[config.mk]
export PLATFORM = sky130hd
export DESIGN_NAME = led_fifo_brightness_sequencer_flat
export DESIGN_NICKNAME = d
export VERILOG_FILES = /design/src/rtl/lfbs_pkg.sv /design/src/rtl/lfbs_if.sv /design/src/rtl/lfbs_ctrl.sv /design/src/rtl/lfbs_datapath.sv /design/src/rtl/led_fifo_brightness_sequencer.sv /design/src/flat_wrapper.sv
export SDC_FILE = /design/constraint.sdc
export NUM_CORES = 2
export LEC_CHECK = 0
export ABC_AREA = 1
export BUFFER_PORTS_ARGS = -buffer_cell sky130_fd_sc_hd__buf_2
export CAP_MARGIN = 25
export CORE_ASPECT_RATIO = 0.75
export CORE_MARGIN = 5
export CORE_UTILIZATION = 45
export DETAILED_ROUTE_END_ITERATION = 16
export PLACE_DENSITY = 0.63
export SLEW_MARGIN = 25
export SYNTH_ARGS = -nofsm -noshare
export SYNTH_HDL_FRONTEND = slang
export SYNTH_SLANG_ARGS = --single-unit
[constraint.sdc]
create_clock -name clk_i -period 4.07 [get_ports clk_i]
set_input_delay 0.2035 -clock clk_i [delete_from_list [all_inputs] [get_ports clk_i]]
set_output_delay 0.2035 -clock clk_i [all_outputs]
set_load 0.01 [all_outputs]
[src/rtl/lfbs_pkg.sv]
// ----------------------------------------------------------------------------
// lfbs_pkg
// Shared constants, types and helpers of the LED FIFO brightness sequencer.
// ----------------------------------------------------------------------------
package lfbs_pkg;

  localparam int CHANNELS      = 4;
  localparam int FIFO_DEPTH    = 16;
  localparam int DURATION_BITS = 16;

  // fixed field widths of the item and result beats
  localparam int KIND_W     = 1;
  localparam int CHAN_IN_W  = 2;
  localparam int LEVEL_W    = 7;
  localparam int DUR_IN_W   = 16;
  localparam int SHOWN      = 4;

  localparam int CH_W   = (CHANNELS > 1) ? $clog2(CHANNELS) : 1;
  localparam int PTR_W  = $clog2(FIFO_DEPTH);
  localparam int FILL_W = $clog2(FIFO_DEPTH + 1);
  localparam int DUR_W  = DURATION_BITS;
  localparam int MEM_DEPTH = CHANNELS * FIFO_DEPTH;
  localparam int ADDR_W = $clog2(MEM_DEPTH);

  localparam logic [LEVEL_W-1:0] MAX_LEVEL = LEVEL_W'(100);
  localparam logic [KIND_W-1:0]  KIND_PUSH = 1'b0;
  localparam logic [KIND_W-1:0]  KIND_TICK = 1'b1;

  typedef enum logic [2:0] {
    S_IDLE,
    S_PUSH,
    S_TICK,
    S_APPLY,
    S_REPORT
  } lfbs_state_e;

  typedef enum logic [2:0] {
    OP_NONE,
    OP_CAPTURE,
    OP_PUSH,
    OP_TICK,
    OP_APPLY,
    OP_REPORT
  } lfbs_op_e;

  typedef struct packed {
    logic in_is_tick;
    logic need_pop;
    logic last_ch;
  } lfbs_status_t;

  typedef struct packed {
    logic [LEVEL_W-1:0] level;
    logic [DUR_W-1:0]   dur;
  } lfbs_entry_t;

  typedef struct packed {
    logic [SHOWN-1:0][LEVEL_W-1:0] levels;
    logic [SHOWN-1:0]              busy;
    logic                          rejected;
  } lfbs_result_t;

  function automatic logic [LEVEL_W-1:0] clamp_level(input logic [LEVEL_W-1:0] lv);
    clamp_level = (lv > MAX_LEVEL) ? MAX_LEVEL : lv;
  endfunction

endpackage

[src/rtl/lfbs_if.sv]
// ----------------------------------------------------------------------------
// lfbs_if
// Valid/ready channels of the sequencer: command items in, level reports out.
// ----------------------------------------------------------------------------
interface lfbs_item_if;
  logic                               valid;
  logic                               ready;
  logic [lfbs_pkg::KIND_W-1:0]        kind;
  logic [lfbs_pkg::CHAN_IN_W-1:0]     channel;
  logic [lfbs_pkg::LEVEL_W-1:0]       brightness;
  logic [lfbs_pkg::DUR_IN_W-1:0]      duration_ms;

  modport source (output valid, kind, channel, brightness, duration_ms, input ready);
  modport sink   (input valid, kind, channel, brightness, duration_ms, output ready);
endinterface

interface lfbs_result_if;
  logic                               valid;
  logic                               ready;
  logic [lfbs_pkg::LEVEL_W-1:0]       level_a;
  logic [lfbs_pkg::LEVEL_W-1:0]       level_b;
  logic [lfbs_pkg::LEVEL_W-1:0]       level_c;
  logic [lfbs_pkg::LEVEL_W-1:0]       level_d;
  logic [3:0]                         busy_mask;
  logic                               push_rejected;

  modport source (output valid, level_a, level_b, level_c, level_d, busy_mask,
                  push_rejected, input ready);
  modport sink   (input valid, level_a, level_b, level_c, level_d, busy_mask,
                  push_rejected, output ready);
endinterface

[src/rtl/lfbs_ctrl.sv]
// ----------------------------------------------------------------------------
// lfbs_ctrl
// Sequencer state machine: takes a beat, steps the datapath through the push
// or the per-channel tick walk, and holds the result beat until taken.
// ----------------------------------------------------------------------------
module lfbs_ctrl (
  input  logic                   clk_i,
  input  logic                   rst_ni,
  input  logic                   in_valid_i,
  output logic                   in_ready_o,
  output logic                   out_valid_o,
  input  logic                   out_ready_i,
  input  lfbs_pkg::lfbs_status_t sts_i,
  output lfbs_pkg::lfbs_op_e     op_o
);
  import lfbs_pkg::*;

  lfbs_state_e state_q, state_d;
  logic        out_valid_q, out_valid_d;
  logic        accept;

  assign in_ready_o  = (state_q == S_IDLE) && (!out_valid_q || out_ready_i);
  assign accept      = in_valid_i && in_ready_o;
  assign out_valid_o = out_valid_q;

  always_comb begin
    state_d = state_q;
    case (state_q)
      S_IDLE: begin
        if (accept) begin
          state_d = sts_i.in_is_tick ? S_TICK : S_PUSH;
        end
      end
      S_PUSH:   state_d = S_IDLE;
      S_TICK: begin
        if (sts_i.need_pop) begin
          state_d = S_APPLY;
        end else if (sts_i.last_ch) begin
          state_d = S_REPORT;
        end
      end
      S_APPLY:  state_d = sts_i.last_ch ? S_REPORT : S_TICK;
      S_REPORT: state_d = S_IDLE;
      default:  state_d = S_IDLE;
    endcase
  end

  always_comb begin
    op_o = OP_NONE;
    case (state_q)
      S_IDLE:   op_o = accept ? OP_CAPTURE : OP_NONE;
      S_PUSH:   op_o = OP_PUSH;
      S_TICK:   op_o = OP_TICK;
      S_APPLY:  op_o = OP_APPLY;
      S_REPORT: op_o = OP_REPORT;
      default:  op_o = OP_NONE;
    endcase
  end

  always_comb begin
    out_valid_d = out_valid_q;
    if (out_valid_q && out_ready_i) begin
      out_valid_d = 1'b0;
    end
    if (state_q == S_PUSH || state_q == S_REPORT) begin
      out_valid_d = 1'b1;
    end
  end

  always_ff @(posedge clk_i or negedge rst_ni) begin
    if (!rst_ni) begin
      state_q     <= S_IDLE;
      out_valid_q <= 1'b0;
    end else begin
      state_q     <= state_d;
      out_valid_q <= out_valid_d;
    end
  end

endmodule

[src/rtl/lfbs_datapath.sv]
// ----------------------------------------------------------------------------
// lfbs_datapath
// Command store, per-channel FIFO pointers, countdowns and shown levels,
// plus the captured item and the result register.
// ----------------------------------------------------------------------------
module lfbs_datapath (
  input  logic                                clk_i,
  input  logic                                rst_ni,
  input  lfbs_pkg::lfbs_op_e                  op_i,
  input  logic [lfbs_pkg::KIND_W-1:0]         kind_i,
  input  logic [lfbs_pkg::CHAN_IN_W-1:0]      channel_i,
  input  logic [lfbs_pkg::LEVEL_W-1:0]        brightness_i,
  input  logic [lfbs_pkg::DUR_IN_W-1:0]       duration_ms_i,
  output lfbs_pkg::lfbs_status_t              sts_o,
  output lfbs_pkg::lfbs_result_t              result_o
);
  import lfbs_pkg::*;

  lfbs_entry_t mem [MEM_DEPTH];
  lfbs_entry_t rd_q;

  logic [CHAN_IN_W-1:0] chan_q;
  logic [LEVEL_W-1:0]   bright_q;
  logic [DUR_W-1:0]     dur_q;

  logic [PTR_W-1:0]   rp_q    [CHANNELS];
  logic [PTR_W-1:0]   wp_q    [CHANNELS];
  logic [FILL_W-1:0]  fill_q  [CHANNELS];
  logic [DUR_W-1:0]   ticks_q [CHANNELS];
  logic [LEVEL_W-1:0] level_q [CHANNELS];
  logic [CH_W-1:0]    ch_q;

  lfbs_result_t res_q;

  logic [CH_W-1:0]   push_ch;
  logic              push_rej;
  logic [ADDR_W-1:0] wr_addr;
  logic [ADDR_W-1:0] rd_addr;
  logic [DUR_W-1:0]  t_dec;
  logic              need_pop;
  lfbs_result_t      res_now;

  function automatic logic [PTR_W-1:0] ptr_inc(input logic [PTR_W-1:0] p);
    ptr_inc = (p == PTR_W'(FIFO_DEPTH - 1)) ? '0 : p + PTR_W'(1);
  endfunction

  assign push_ch  = CH_W'(chan_q);
  assign push_rej = (32'(chan_q) >= CHANNELS) ||
                    (fill_q[push_ch] >= FILL_W'(FIFO_DEPTH));
  assign wr_addr  = ADDR_W'(push_ch) * ADDR_W'(FIFO_DEPTH) + ADDR_W'(wp_q[push_ch]);
  assign rd_addr  = ADDR_W'(ch_q) * ADDR_W'(FIFO_DEPTH) + ADDR_W'(rp_q[ch_q]);

  assign t_dec    = (ticks_q[ch_q] != '0) ? ticks_q[ch_q] - DUR_W'(1) : '0;
  assign need_pop = (t_dec == '0) && (fill_q[ch_q] != '0);

  assign sts_o.in_is_tick = (kind_i == KIND_TICK);
  assign sts_o.need_pop   = need_pop;
  assign sts_o.last_ch    = (ch_q == CH_W'(CHANNELS - 1));

  // command store
  always_ff @(posedge clk_i) begin
    if (op_i == OP_PUSH && !push_rej) begin
      mem[wr_addr] <= '{level: bright_q, dur: dur_q};
    end
    if (op_i == OP_TICK && need_pop) begin
      rd_q <= mem[rd_addr];
    end
  end

  // captured item
  always_ff @(posedge clk_i) begin
    if (op_i == OP_CAPTURE) begin
      chan_q   <= channel_i;
      bright_q <= brightness_i;
      dur_q    <= DUR_W'(duration_ms_i);
    end
  end

  always_ff @(posedge clk_i or negedge rst_ni) begin
    if (!rst_ni) begin
      ch_q <= '0;
      for (int c = 0; c < CHANNELS; c++) begin
        rp_q[c]    <= '0;
        wp_q[c]    <= '0;
        fill_q[c]  <= '0;
        ticks_q[c] <= '0;
        level_q[c] <= '0;
      end
    end else begin
      case (op_i)
        OP_CAPTURE: ch_q <= '0;
        OP_PUSH: begin
          if (!push_rej) begin
            wp_q[push_ch]   <= ptr_inc(wp_q[push_ch]);
            fill_q[push_ch] <= fill_q[push_ch] + FILL_W'(1);
          end
        end
        OP_TICK: begin
          if (t_dec != '0) begin
            ticks_q[ch_q] <= t_dec;
            ch_q          <= ch_q + CH_W'(1);
          end else if (!need_pop) begin
            ticks_q[ch_q] <= '0;
            level_q[ch_q] <= '0;
            ch_q          <= ch_q + CH_W'(1);
          end
        end
        OP_APPLY: begin
          level_q[ch_q] <= clamp_level(rd_q.level);
          ticks_q[ch_q] <= (rd_q.dur == '0) ? DUR_W'(1) : rd_q.dur;
          rp_q[ch_q]    <= ptr_inc(rp_q[ch_q]);
          fill_q[ch_q]  <= fill_q[ch_q] - FILL_W'(1);
          ch_q          <= ch_q + CH_W'(1);
        end
        default: ;
      endcase
    end
  end

  // report only the first four channels, missing ones read as dark
  always_comb begin
    res_now = '0;
    for (int s = 0; s < SHOWN; s++) begin
      if (s < CHANNELS) begin
        res_now.levels[s] = level_q[s];
        res_now.busy[s]   = (ticks_q[s] != '0);
      end
    end
    res_now.rejected = (op_i == OP_PUSH) && push_rej;
  end

  always_ff @(posedge clk_i) begin
    if (op_i == OP_PUSH || op_i == OP_REPORT) begin
      res_q <= res_now;
    end
  end

  assign result_o = res_q;

endmodule

[src/rtl/led_fifo_brightness_sequencer.sv]
// ----------------------------------------------------------------------------
// led_fifo_brightness_sequencer
// Per-channel FIFOs of brightness/duration commands played out on millisecond
// ticks; one report beat per item with the shown levels and busy bits.
// ----------------------------------------------------------------------------
// One item at a time. A push passes from acceptance through the push state,
// which writes the command store, to its result beat. A tick walks the
// channels one at a time; each channel that pops its next command also passes
// through the apply state after the registered read of the single-port command
// store. A new item is taken while the previous result beat is being taken in
// the same cycle.
module led_fifo_brightness_sequencer (
  input  logic          clk_i,
  input  logic          rst_ni,
  lfbs_item_if.sink     item_i,
  lfbs_result_if.source result_o
);
  import lfbs_pkg::*;

  lfbs_status_t sts;
  lfbs_op_e     op;
  lfbs_result_t res;

  lfbs_ctrl u_ctrl (
    .clk_i       (clk_i),
    .rst_ni      (rst_ni),
    .in_valid_i  (item_i.valid),
    .in_ready_o  (item_i.ready),
    .out_valid_o (result_o.valid),
    .out_ready_i (result_o.ready),
    .sts_i       (sts),
    .op_o        (op)
  );

  lfbs_datapath u_datapath (
    .clk_i         (clk_i),
    .rst_ni        (rst_ni),
    .op_i          (op),
    .kind_i        (item_i.kind),
    .channel_i     (item_i.channel),
    .brightness_i  (item_i.brightness),
    .duration_ms_i (item_i.duration_ms),
    .sts_o         (sts),
    .result_o      (res)
  );

  assign result_o.level_a       = res.levels[0];
  assign result_o.level_b       = res.levels[1];
  assign result_o.level_c       = res.levels[2];
  assign result_o.level_d       = res.levels[3];
  assign result_o.busy_mask     = res.busy;
  assign result_o.push_rejected = res.rejected;

endmodule

[src/flat_wrapper.sv]
// flat-port wrapper written by rule: the top's interface ports become plain ports
module led_fifo_brightness_sequencer_flat import lfbs_pkg::*;
  (clk_i, rst_ni, item_i_valid, item_i_kind, item_i_channel, item_i_brightness, item_i_duration_ms, item_i_ready, result_o_valid, result_o_level_a, result_o_level_b, result_o_level_c, result_o_level_d, result_o_busy_mask, result_o_push_rejected, result_o_ready);
  lfbs_item_if item_i_i ();
  lfbs_result_if result_o_i ();
  input  logic clk_i;
  input  logic rst_ni;
  input wire logic [$bits(item_i_i.valid)-1:0] item_i_valid;
  input wire logic [$bits(item_i_i.kind)-1:0] item_i_kind;
  input wire logic [$bits(item_i_i.channel)-1:0] item_i_channel;
  input wire logic [$bits(item_i_i.brightness)-1:0] item_i_brightness;
  input wire logic [$bits(item_i_i.duration_ms)-1:0] item_i_duration_ms;
  output wire logic [$bits(item_i_i.ready)-1:0] item_i_ready;
  output wire logic [$bits(result_o_i.valid)-1:0] result_o_valid;
  output wire logic [$bits(result_o_i.level_a)-1:0] result_o_level_a;
  output wire logic [$bits(result_o_i.level_b)-1:0] result_o_level_b;
  output wire logic [$bits(result_o_i.level_c)-1:0] result_o_level_c;
  output wire logic [$bits(result_o_i.level_d)-1:0] result_o_level_d;
  output wire logic [$bits(result_o_i.busy_mask)-1:0] result_o_busy_mask;
  output wire logic [$bits(result_o_i.push_rejected)-1:0] result_o_push_rejected;
  input wire logic [$bits(result_o_i.ready)-1:0] result_o_ready;
  assign item_i_i.valid = item_i_valid;
  assign item_i_i.kind = item_i_kind;
  assign item_i_i.channel = item_i_channel;
  assign item_i_i.brightness = item_i_brightness;
  assign item_i_i.duration_ms = item_i_duration_ms;
  assign item_i_ready = item_i_i.ready;
  assign result_o_valid = result_o_i.valid;
  assign result_o_level_a = result_o_i.level_a;
  assign result_o_level_b = result_o_i.level_b;
  assign result_o_level_c = result_o_i.level_c;
  assign result_o_level_d = result_o_i.level_d;
  assign result_o_busy_mask = result_o_i.busy_mask;
  assign result_o_push_rejected = result_o_i.push_rejected;
  assign result_o_i.ready = result_o_ready;
  led_fifo_brightness_sequencer u_core (.clk_i(clk_i), .rst_ni(rst_ni), .item_i(item_i_i), .result_o(result_o_i));
endmodule
==> results.sh <==
export IMPL_status="finished clean"
export IMPL_slowest_stage="buf_4"
export IMPL_io_buffers=64
export IMPL_grt_pass1_wl_um=307000
export IMPL_floorplan_initialDensity_pct=45.4
export IMPL_clockBufferDepth=3
export IMPL_period_share_pct=94.4
export IMPL_hold_viol_final=0
export IMPL_core_mm2=0.155
export IMPL_viasPerCell=5.96
export IMPL_clkTransAtPathRegs_ns=0.08
export IMPL_rows=125
export IMPL_final_setup_skew_ns=0.0357
export IMPL_synth_seq_area_share_pct=71.3
export IMPL_clkSinkCount=1703
export IMPL_grt_max_degree=118
export IMPL_tightest_slew_ns=1.03
export IMPL_holdCritPathClass="in2async"
export IMPL_synth_area_leaders="edfxtp_1 (66%), dfrtp_1 (5.3%), o21ai_0 (4.9%), nand2_1 (4.4%), nor2_1 (4.1%)"
export IMPL_syn_num_nets=5816
export IMPL_critPathKind="reg2reg"
export IMPL_slew_headroom_pct=31.6
export IMPL_synthesis_area_mm2=0.0706
export IMPL_ant_nets=0
export IMPL_cp_buffers_inverters=2
export IMPL_dp_cells=7836
export IMPL_synth_cell_type_count=49
export IMPL_grt_overflow=0
export IMPL_io_pins=65
export IMPL_fin_crit_ns=3.84
export IMPL_grt_pass1_vias=44600
export IMPL_crit_required_ns=4.80
export IMPL_ys_warn_count=0
export IMPL_final_cell_mix="edfxtp_1 (1553), nand2_1 (819), nor2_1 (715), o21ai_0 (697), nand3_1 (299)"
export IMPL_htree_levels=4
export IMPL_netlist_instances=5776
export IMPL_critical_path_top_delay_family="simple AND/OR/NAND/NOR gates"
export IMPL_clockRootBuffer="clkbuf_16"
export IMPL_insertion_delay_ns=0.81
export IMPL_critPathArrivalTime_ns=4.57
export IMPL_nFillCells=13100
export IMPL_critical_path_cell_chain="buf_4, nand2_1, nand3_1, nand2_1, ha_1, nand3_1, inv_1, nand2_1, nand2_1, nand2_1, nor2_1, nor2_1, nand2_1, nor2_4, nand3_4, nand2_4, nand2_2, nor2_4, nand2_1, nand2_1"
export IMPL_placed_area_mm2=0.0756
export IMPL_ys_flop_type="edfxtp_1"
export IMPL_layout_area_seq_mm2=0.0504
export IMPL_crit_fanout=58
export IMPL_drt_total_wl_um=211000
export IMPL_synth_edf_count=1553
export IMPL_pwr_density_cell_mw_per_mm2=766
export IMPL_setup_tns_ns=0
export IMPL_area_growth_pct=14.8
export IMPL_slowest_delay_ns=0.55
export IMPL_synthArstFlopShare_pct=8.81
export IMPL_slew_viol_final=0
export IMPL_avgSynthCellArea_um2=12.2
export IMPL_crit_path_end_kind="flop"
export IMPL_post_drt_wl_per_cell_um=25.8
export IMPL_final_cell_area_mm2=0.0811
export IMPL_total_power_mw=62.1
export IMPL_cp_common_cell="nand2_1"
export IMPL_die_area_mm2=0.165
export IMPL_postCtsSetupRepairBufs=0
export IMPL_synth_top_cell_by_area="edfxtp_1"
export IMPL_chipWidth_um=467
export IMPL_dr_first_iter_drc_count=6836
export IMPL_final_common_cell="edfxtp_1"
export IMPL_multi_input_area_mm2=0.0186
export IMPL_globalplace_congestion=0.977
export IMPL_antenna_found_initial=12
export IMPL_setup_violations=0
export IMPL_cts_buffers=159
export IMPL_fin_util_pct=52.2
export IMPL_yosys_register_bits=1703
export IMPL_num_nets_final=5971
export IMPL_max_freq_ghz=0.260
export IMPL_hpwl_um=123000
export IMPL_synth_top_area_share_pct=66.0
export IMPL_dpl_worst_slack_ns=0.277
export IMPL_rsz0062_at_grt="no"
export IMPL_holdWs_ns=0.0425
export IMPL_grt_usage_pct=24.9
export IMPL_tritoncts="done"
export IMPL_power_leakage_nw=27.9
export IMPL_first_pass_iters=6
export IMPL_maxCapViolCount=0
export IMPL_cp_start_kind="flop"
export IMPL_stdcell_count=8166
export IMPL_via_count=48700
export IMPL_drc_errors=0
export IMPL_die_h_um=353
export IMPL_drive_gt1_share_pct=15.9
export IMPL_ir_drop_mv=0.799
export IMPL_setup_ws_ns=0.227
[power by group]
group | total [mW] | internal [mW] | switching, mW
clock | 14.9 | 8.30 | 6.57
sequential | 21.2 | 20.6 | 0.571
combinational | 26.1 | 7.79 | 18.3
total | 62.1 | 36.7 | 25.5
[synthesized netlist by cell type, types with 8 or more instances]
master and n:
buf_1 26, nand2_1 821, buf_6 8, o32ai_1 46, or2_2 258, o21ai_0 697
nand3_1 299, nand2_2 18, o211ai_1 189, nor4_1 21, clkbuf_1 317, nand4_1 34
o311ai_0 67, nor2_4 10, dfrtp_1 150, o221ai_1 130, inv_2 10, inv_1 78
edfxtp_1 1553, a21oi_1 14, nor2_1 780, buf_2 29, o22ai_1 144, ha_1 10
[path summary, 6_finish.rpt]
path	startpoint	to	slack, ns	cells past startpoint
max	u_core.u_datapath.ch_q[0]	u_core.u_datapath.ticks_q[33]	0.23	20
min	rst_ni	u_core.u_datapath.ticks_q[30]	0.04	2
max reg2reg	u_core.u_datapath.ch_q[0]	u_core.u_datapath.ticks_q[33]	0.23	20
min reg2reg	u_core.u_datapath.rp_q[1]	u_core.u_datapath.rp_q[1]	0.48	2
max in group asynchronous	rst_ni	u_core.u_datapath.wp_q[11]	3.17	3
min in group clk_i	item_i_duration_ms[11]	u_core.u_datapath.dur_q[11]	0.11	2
[flip-flops by register name, summed over array words and instances, names as in the netlist]
signal	count
u_core.u_datapath.result_o	33
u_core.u_datapath.ticks_q	64
u_core.u_datapath.fill_q	20
u_core.u_datapath.mem	1472
u_core.u_datapath.ch_q	2
u_core.u_datapath.rd_q	23
u_core.u_datapath.chan_q	2
u_core.u_ctrl.out_valid_o	1
u_core.u_datapath.wp_q	16
u_core.u_datapath.rp_q	16
u_core.u_datapath.dur_q	16
u_core.u_datapath.bright_q	7
u_core.u_datapath.level_q	28
u_core.u_ctrl.state_q	3
[final cells by class]
cell class | instances | share of cell area, %
multi-input cells | 3599 | 22.9
well taps | 2095 | 3.23
flip-flops and latches | 1703 | 62.1
inverters | 91 | 0.447
clock inverters | 80 | 0.927
repair buffers | 377 | 4.93
diodes | 6 | 0.0185
clock buffers | 215 | 5.41
[metal layers]
layer	routed length, um	global-route usage (%)	share of wire (%)	up-vias
met4	5350	7.23	2.5	2
met1	94400	39.2	45	24200
met5	17	0	0.0081	-
met3	22800	5.63	11	335
li1	-	-	-	21600
met2	88200	34.5	42	2564
[cells by family after synthesis]
logic type	count (synthesis)	share of synthesized area [%]
flops	1703	71.3
buf+inv	474	2.67
xor+xnor	8	0.0992
simple gates	2271	14.1
compound gates	1310	11.6
fa+ha+maj	10	0.177
[timing repair]
| item | CTS | global route |
|---|---|---|
| endpoints found under the setup margin | 0 | 25 |
| resized for setup | 0 | 2 |
| endpoints found under the hold margin | 127 | 0 |
| hold buffers | 29 | 0 |
Note: power is estimated with default switching activity, not from simulation.
